--- src/sv/tgarle_pkg.sv ---
// Shared types and constants for the TGA run-length pixel decoder.
`timescale 1ns / 1ps

package tgarle_pkg;

	// Width of the pixel position and pixel count.
	localparam int POS_W = 32;

	// Largest pixel count that the position can reach without wrapping.
	localparam logic [32:0] POS_LIMIT = (33'd1 << POS_W) - 33'd1;

	// Pixel size code that selects four-byte BGRA pixels.
	localparam logic [2:0] BPP_WIDE = 3'd4;
	localparam logic [2:0] BPP_NARROW = 3'd3;

	typedef enum logic [1:0] {
		CFG_WIDTH  = 2'd0,
		CFG_HEIGHT = 2'd1,
		CFG_BPP    = 2'd2,
		CFG_RLE    = 2'd3
	} cfg_idx_t;

	// Result of clipping one fill command against the image end.
	typedef struct packed {
		logic [7:0] len;
		logic       last;
		logic       clip;
	} fill_t;

endpackage

--- src/sv/tgarle_fill.sv ---
// Clips a fill command against the pixels left in the image.
`timescale 1ns / 1ps

module tgarle_fill
	import tgarle_pkg::*;
(
	input  logic [POS_W-1:0] pos,
	input  logic [POS_W-1:0] count,
	input  logic [7:0]       want,
	output fill_t            fill
);

	logic [POS_W:0] diff;
	logic           nonpos;
	logic           near_end;
	logic [7:0]     d8;

	// One subtract gives the pixels left; all other checks are narrow.
	assign diff     = {1'b0, count} - {1'b0, pos};
	assign nonpos   = diff[POS_W] || (diff == '0);
	assign near_end = (diff[POS_W:8] == '0);
	assign d8       = diff[7:0];

	always_comb begin
		if (nonpos) begin
			// Count already reached: write a single pixel and close the image.
			fill.len  = 8'd1;
			fill.last = 1'b1;
			fill.clip = (want > 8'd1);
		end else if (near_end && (want >= d8)) begin
			fill.len  = d8;
			fill.last = 1'b1;
			fill.clip = (want > d8);
		end else begin
			fill.len  = want;
			fill.last = 1'b0;
			fill.clip = 1'b0;
		end
	end

endmodule

--- src/sv/tga_rle_pixel_decoder_core.sv ---
// A byte goes into the input stage register; a pixel's last byte then loads the output register.
// Throughput: one byte per cycle unless the output stalls; the output register holds a finished word.
// The pixel count register is loaded from the width and height registers.
// Reset clears the decoder state and loads width 1, height 1, 3-byte pixels, RLE on.
// Top level of the TGA run-length pixel decoder.
`timescale 1ns / 1ps

module tga_rle_pixel_decoder_core
	import tgarle_pkg::*;
(
	input  logic        clk,
	input  logic        arst_n,
	input  logic        in_valid,
	output logic        in_ready,
	input  logic [7:0]  data_byte,
	output logic        out_valid,
	input  logic        out_ready,
	output logic [31:0] start_pixel,
	output logic [7:0]  run_length,
	output logic [7:0]  red,
	output logic [7:0]  green,
	output logic [7:0]  blue,
	output logic [7:0]  alpha,
	output logic        last_of_image,
	output logic        overflow,
	input  logic        cfg_we,
	input  logic [1:0]  cfg_index,
	input  logic [15:0] cfg_data
);

	// Configuration.
	logic [15:0]      width_q;
	logic [15:0]      height_q;
	logic [2:0]       bpp_q;
	logic             rle_q;
	logic [POS_W-1:0] count_q;
	logic [31:0]      prod;

	// Decoder state.
	logic             expect_q;
	logic             run_q;
	logic [7:0]       left_q;
	logic [1:0]       bip_q;
	logic [31:0]      color_q;
	logic [POS_W-1:0] pos_q;

	// Input stage.
	logic             valid_s1;
	logic [7:0]       byte_s1;

	// Output register.
	logic             out_valid_q;
	logic [31:0]      start_q;
	logic [7:0]       len_q;
	logic [7:0]       red_q;
	logic [7:0]       green_q;
	logic [7:0]       blue_q;
	logic [7:0]       alpha_q;
	logic             last_q;
	logic             over_q;

	logic             go;
	logic             bpp4;
	logic             hdr;
	logic             pix_done;
	logic             emit;
	logic [31:0]      color_nx;
	logic [7:0]       left_eff;
	logic [7:0]       left_raw;
	logic [7:0]       want;
	logic             raw_pkt;
	logic             more_raw;
	fill_t            fill;

	always_ff @(posedge clk or negedge arst_n) begin
		if (!arst_n) begin
			width_q  <= 16'd1;
			height_q <= 16'd1;
			bpp_q    <= BPP_NARROW;
			rle_q    <= 1'b1;
		end else if (cfg_we) begin
			unique case (cfg_idx_t'(cfg_index))
				CFG_WIDTH:  width_q  <= cfg_data;
				CFG_HEIGHT: height_q <= cfg_data;
				CFG_BPP:    bpp_q    <= cfg_data[2:0];
				CFG_RLE:    rle_q    <= cfg_data[0];
			endcase
		end
	end

	// The pixel count is registered so the multiplier stays off the byte path.
	assign prod = width_q * height_q;

	always_ff @(posedge clk or negedge arst_n) begin
		if (!arst_n) begin
			count_q <= POS_W'(1);
		end else if ({1'b0, prod} > POS_LIMIT) begin
			count_q <= POS_LIMIT[POS_W-1:0];
		end else begin
			count_q <= prod[POS_W-1:0];
		end
	end

	assign go       = valid_s1 && (!out_valid_q || out_ready);
	assign in_ready = !valid_s1 || go;

	always_ff @(posedge clk or negedge arst_n) begin
		if (!arst_n) begin
			valid_s1 <= 1'b0;
		end else if (in_ready) begin
			valid_s1 <= in_valid;
		end
	end

	always_ff @(posedge clk) begin
		if (in_ready && in_valid) begin
			byte_s1 <= data_byte;
		end
	end

	assign bpp4 = (bpp_q == BPP_WIDE);
	assign hdr  = rle_q && expect_q;

	always_comb begin
		color_nx = color_q;
		color_nx[bip_q*8 +: 8] = byte_s1;
	end

	assign pix_done = (({1'b0, bip_q} + 3'd1) >= (bpp4 ? BPP_WIDE : BPP_NARROW));
	assign emit     = !hdr && pix_done;
	assign left_eff = (left_q == 8'd0) ? 8'd1 : left_q;
	assign left_raw = left_eff - 8'd1;
	assign raw_pkt  = rle_q && !run_q;
	assign more_raw = raw_pkt && (left_raw != 8'd0);
	assign want     = (rle_q && run_q) ? left_eff : 8'd1;

	tgarle_fill u_fill (
		.pos   (pos_q),
		.count (count_q),
		.want  (want),
		.fill  (fill)
	);

	always_ff @(posedge clk or negedge arst_n) begin
		if (!arst_n) begin
			expect_q <= 1'b1;
			run_q    <= 1'b0;
			left_q   <= 8'd0;
			bip_q    <= 2'd0;
			color_q  <= 32'd0;
			pos_q    <= '0;
		end else if (go) begin
			if (hdr) begin
				// Both packet kinds carry their pixel count minus one in the low bits.
				run_q    <= byte_s1[7];
				left_q   <= {1'b0, byte_s1[6:0]} + 8'd1;
				expect_q <= 1'b0;
				bip_q    <= 2'd0;
			end else begin
				color_q <= color_nx;
				if (!pix_done) begin
					bip_q <= bip_q + 2'd1;
				end else begin
					bip_q <= 2'd0;
					if (fill.last) begin
						pos_q    <= '0;
						expect_q <= 1'b1;
						run_q    <= 1'b0;
						left_q   <= 8'd0;
					end else begin
						pos_q <= pos_q + POS_W'(fill.len);
						if (raw_pkt) begin
							left_q   <= left_raw;
							expect_q <= (left_raw == 8'd0);
						end else begin
							left_q   <= 8'd0;
							expect_q <= 1'b1;
						end
					end
				end
			end
		end
	end

	always_ff @(posedge clk or negedge arst_n) begin
		if (!arst_n) begin
			out_valid_q <= 1'b0;
		end else if (go && emit) begin
			out_valid_q <= 1'b1;
		end else if (out_ready) begin
			out_valid_q <= 1'b0;
		end
	end

	always_ff @(posedge clk) begin
		if (go && emit) begin
			start_q <= 32'(pos_q);
			len_q   <= fill.len;
			red_q   <= color_nx[23:16];
			green_q <= color_nx[15:8];
			blue_q  <= color_nx[7:0];
			alpha_q <= bpp4 ? color_nx[31:24] : 8'd0;
			last_q  <= fill.last;
			// A raw packet cut short by the image end is reported as well.
			over_q  <= fill.clip || (fill.last && more_raw);
		end
	end

	assign out_valid     = out_valid_q;
	assign start_pixel   = start_q;
	assign run_length    = len_q;
	assign red           = red_q;
	assign green         = green_q;
	assign blue          = blue_q;
	assign alpha         = alpha_q;
	assign last_of_image = last_q;
	assign overflow      = over_q;

	a_len_nonzero: assert property (@(posedge clk) disable iff (!arst_n)
		out_valid_q |-> (len_q != 8'd0))
		else $error("fill word with zero run length");

	a_over_last: assert property (@(posedge clk) disable iff (!arst_n)
		(out_valid_q && over_q) |-> last_q)
		else $error("overflow flagged on a word that does not close the image");

	a_restart: assert property (@(posedge clk) disable iff (!arst_n)
		(go && emit && fill.last) |=> ((pos_q == '0) && expect_q))
		else $error("decoder did not restart after the last word of an image");

	a_no_emit_on_header: assert property (@(posedge clk) disable iff (!arst_n)
		(go && hdr) |=> (out_valid_q == $past(out_valid_q && !out_ready)))
		else $error("packet header produced a fill word");

endmodule

--- config.mk ---
export PLATFORM = sky130hd
export DESIGN_NAME = tga_rle_pixel_decoder_core
export DESIGN_NICKNAME = d
export VERILOG_FILES = /design/src/sv/tgarle_pkg.sv /design/src/sv/tgarle_fill.sv /design/src/sv/tga_rle_pixel_decoder_core.sv
export SDC_FILE = /design/constraint.sdc
export NUM_CORES = 1
export LEC_CHECK = 0
export BUFFER_PORTS_ARGS = -buffer_cell sky130_fd_sc_hd__buf_4
export CORE_UTILIZATION = 60
export DETAILED_ROUTE_END_ITERATION = 7
export PLACE_DENSITY = 0.78
export RECOVER_POWER = 100
export SETUP_SLACK_MARGIN = 0.02
export SLEW_MARGIN = 20
export SYNTH_ARGS = -nofsm -noshare
export SYNTH_HDL_FRONTEND = slang
export SYNTH_SLANG_ARGS = --single-unit
--- constraint.sdc ---
create_clock -name clk -period 8.2 [get_ports clk]
set_input_delay 1.64 -clock clk [delete_from_list [all_inputs] [get_ports clk]]
set_output_delay 1.64 -clock clk [all_outputs]
set_load 0.005 [all_outputs]
==> run summary <==
The flow ran to the end, but the final reports show violations. The checks that failed: max-capacitance violations, max-slew violations. The maximum fanout along the worst path came out at 10. At the later pin of the worst-skew pair, clock insertion delay measures between 0.5 and 0.6 ns. The Yosys step of the flow raised 0 warnings.

Counting flops with a built-in enable in the synthesized netlist gives between 80 and 90. The cell area after synthesis is between 20000 and 25000 um2. The number of setup buffers added after CTS is 0. The global placer's final weighted congestion is 0.9282. The achievable frequency came out at ~140 MHz. The level count of the clock H-tree came out at 1.

The number of antenna violations at the first check in global routing was 0. The number of rows in the core area is 66. Leaving out fill and tap cells, the most frequent cells in the layout are 338 x sky130_fd_sc_hd__inv_1, 222 x sky130_fd_sc_hd__nand2_1, 196 x sky130_fd_sc_hd__fa_1. The mean post-synth cell area is ~9.8 um2. The number of violations reported at the end of detailed-routing iteration 0 came out at approximately 1000. The initial utilization of the core area, before any placement, comes to about three fifths. The tree is rooted in a sky130_fd_sc_hd__clkbuf_16. Setup repair after global routing left no endpoint under its margin. The boundary pin count is ~110. The CTS clock-pin slew for the worst setup and hold paths is 0.06 ns. The gate count after technology mapping came out at 2066. The die covers about 35000 um2. The count of vias placed by the detailed router came out at approximately 15000. The maximum number of pins on one net before global-route repair came out at 76. After layout, the worst path uses 89.16% of the clock period.

The floorplan die height is roughly 190 um. Detailed placement finished with a half-perimeter wire length of around 36000 um. At the worst endpoint, the required time is 8.59 ns. The number of vias per cell came out at 5.778. In this run the worst hold path is classified as reg2reg.

The final routed DRC violation total came out at 0. The type of destination of the critical path is a flip-flop. The detailed-routing iteration count for the pre-antenna-repair pass is 5. The clock skew is 0.01326 ns. The hold buffer count at cts came out at 0.

In the final routed layout, each cell accounts on average for roughly 19 um. The x dimension of the die came out at about 190 um. The first global-routing pass estimated approximately 78000 um of wire. Among all flip-flop cells after synthesis, the most frequent one is sky130_fd_sc_hd__dfrtp_1. The total congestion overflow came out at 0. The total number of nets in the final design came out at about 2500.

The final wirelength came out at about 48000 um. The antenna cell count is 0. The share of flip-flops with an asynchronous set or reset came out at about 64%. The number of hold violations in the final report is 0. The kind of start point of the critical path is a flip-flop. In this run, post-CTS repair resized a total of 0 instances. The final number of max-transition violations came out at 260.

Sequential elements use between 30% and 40% of the synthesized area. The synthesized netlist net count came out at 2458. The number of port buffers is approximately 110. For the worst setup path, the data arrival time is between 7 and 8 ns. The setup violation total in the final timing report is 0. The via count of the first global-routing pass is around 16000. The count of max-cap constraint violations is 5. For this design, the sink count on the clock tree is about 230. The library cell used most frequently in the layout, excluding fill and tap cells, is sky130_fd_sc_hd__inv_1. In this run, distinct cell masters in the synthesized netlist total 85. The global router's overall resource usage is roughly 29%.

The post-detailed-route count of antenna-violating nets is 0. The share of post-route cells with drive strength above 1 came out at approximately a tenth. The time the final worst path needs with I/O delays and setup came out at about 7.3 ns. The critical path is of the reg2reg type. In this run the standard cell core region covers about 33000 um2. The number of synthesized register bits came out at around 230. TritonCTS built the clock tree. The max-slew headroom at the worst pin is -188.5%. The largest buffer count on any clock path is 3.

The actual slew at the worst max-slew pin is about 4.3 ns. Compared with the post-synthesis result, the final layout area differs by 8.631%. The total clock buffers created by CTS came out at 26. For the final routed database, the setup TNS stands at 0 ns.
[path summary, 6_finish.rpt]
check / from / depth (start not counted) / endpoint / slack, ns
worst min register to register: pos_q[14]$_DFFE_PN0P_ / 0 / start_pixel[14]$_DFFE_PP_ / 0.46
max in group asynchronous: arst_n / 2 / width_q[10]$_DFFE_PN0P_ / 2.05
worst max register to register: pos_q[3]$_DFFE_PN0P_ / 26 / pos_q[26]$_DFFE_PN0P_ / 0.89
worst min-delay path: pos_q[14]$_DFFE_PN0P_ / 0 / start_pixel[14]$_DFFE_PP_ / 0.46
worst max-delay path: pos_q[3]$_DFFE_PN0P_ / 26 / pos_q[26]$_DFFE_PN0P_ / 0.89
min in group asynchronous: arst_n / 1 / pos_q[5]$_DFFE_PN0P_ / 2.62
[cells in the mapped netlist, types with 14 or more instances]
| master | count | share of area, % |
|---|---|---|
| sky130_fd_sc_hd__o21a_1 | 15 | 0.56 |
| sky130_fd_sc_hd__nand4_1 | 18 | 0.56 |
| sky130_fd_sc_hd__nor2_1 | 94 | 1.7 |
| sky130_fd_sc_hd__nor2b_1 | 17 | 0.52 |
| sky130_fd_sc_hd__mux2_2 | 63 | 3.5 |
| sky130_fd_sc_hd__and2_1 | 134 | 4.1 |
| sky130_fd_sc_hd__fa_1 | 196 | 19 |
| sky130_fd_sc_hd__inv_1 | 339 | 6.3 |
| sky130_fd_sc_hd__a21oi_1 | 78 | 1.9 |
| sky130_fd_sc_hd__o21ai_0 | 59 | 1.5 |
| sky130_fd_sc_hd__dfrtp_1 | 139 | 17 |
| sky130_fd_sc_hd__nor3_1 | 23 | 0.57 |
| sky130_fd_sc_hd__clkbuf_1 | 61 | 1.1 |
| sky130_fd_sc_hd__edfxtp_1 | 82 | 12 |
| sky130_fd_sc_hd__nand2_1 | 222 | 4.1 |
| sky130_fd_sc_hd__ha_1 | 165 | 10 |
| sky130_fd_sc_hd__xor2_1 | 16 | 0.69 |
| sky130_fd_sc_hd__nand3_1 | 30 | 0.74 |
| sky130_fd_sc_hd__xnor2_1 | 58 | 2.5 |
| sky130_fd_sc_hd__nor4_1 | 14 | 0.43 |
| sky130_fd_sc_hd__a21o_1 | 22 | 0.81 |
[stage by stage]
stage | hold slack (ns) | utilization (%) | cell area (um2) | setup slack [ns] | cells
after floorplan | 0.4249 | - | 20280 | 1.890 | 2066
after global placement | 0.4332 | 64.93 | 21340 | 1.384 | 2542
after detailed placement | 0.4453 | 64.95 | 21350 | 1.175 | 2542
after CTS | 0.4601 | 67.45 | 22170 | 1.171 | 2590
after global routing | 0.4664 | 67.04 | 22030 | 0.3844 | 2590
final | 0.4634 | 67.04 | 22030 | 0.8893 | 2590
[worst max-delay path, stage by stage, from the launching register on]
cell and delay (ns):
sky130_fd_sc_hd__dfrtp_1 0.38, sky130_fd_sc_hd__inv_1 0.07, sky130_fd_sc_hd__ha_1 0.37, sky130_fd_sc_hd__o211ai_1 0.13
sky130_fd_sc_hd__a21oi_1 0.36, sky130_fd_sc_hd__nor4_1 0.14, sky130_fd_sc_hd__nor4_1 0.67, sky130_fd_sc_hd__or2_0 0.27
sky130_fd_sc_hd__mux2_1 0.39, sky130_fd_sc_hd__a2111oi_4 0.32, sky130_fd_sc_hd__o2111ai_1 0.42, sky130_fd_sc_hd__nor3_4 0.61
sky130_fd_sc_hd__mux2i_1 0.14, sky130_fd_sc_hd__or2_0 0.24, sky130_fd_sc_hd__ha_1 0.22, sky130_fd_sc_hd__fa_1 0.40
sky130_fd_sc_hd__a21o_1 0.20, sky130_fd_sc_hd__a21oi_1 0.23, sky130_fd_sc_hd__o21bai_1 0.10, sky130_fd_sc_hd__a21oi_1 0.23
sky130_fd_sc_hd__o21bai_1 0.10, sky130_fd_sc_hd__a21o_1 0.20, sky130_fd_sc_hd__and2_0 0.17, sky130_fd_sc_hd__and4_1 0.38
sky130_fd_sc_hd__nand3_1 0.18, sky130_fd_sc_hd__xnor2_1 0.14, sky130_fd_sc_hd__nor2_1 0.06
[flip-flops by register name, indices dropped and copies added (netlist names), 2 cells and up]
register and cells:
left_q 8, byte_s1 8, run_length 8, bip_q 2, count_q 32, green 8, pos_q 32, color_q 32
alpha 8, height_q 16, start_pixel 32, blue 8, red 8, width_q 16, bpp_q 3
[area by class of cell]
class / instances / area (um2)
clock inverter: 16 / 136.4
inverter: 339 / 1274
multi-input combinational: 1422 / 12500
timing repair buffer: 111 / 763.2
tap: 442 / 553.0
fill: 2642 / 10830
clock buffer: 32 / 683.2
sequential: 228 / 6125
[cell families after synthesis]
family                   after synthesis  synth area share (%)
AO/OA/AOI/OAI                        297                 9.883
flip-flops                           228                 30.20
buffers and inverters                416                 7.946
AND/OR/NAND/NOR                      616                 15.19
multiplexers                          74                 4.065
adder cells (fa/ha/maj)              361                 29.52
XOR/XNOR                              74                 3.196
[metal layers]
layer  share of wire [%]  wire [um]  global-route usage [%]
met5                   0          0                       0
met4                 4.0       1941                   12.00
met3                 5.4       2568                   3.933
met2                  50      23930                   49.60
met1                  41      19540                   37.03
Power is not shown: default switching activity piles up to over one toggle a cycle in this logic, so the estimate is an artifact.
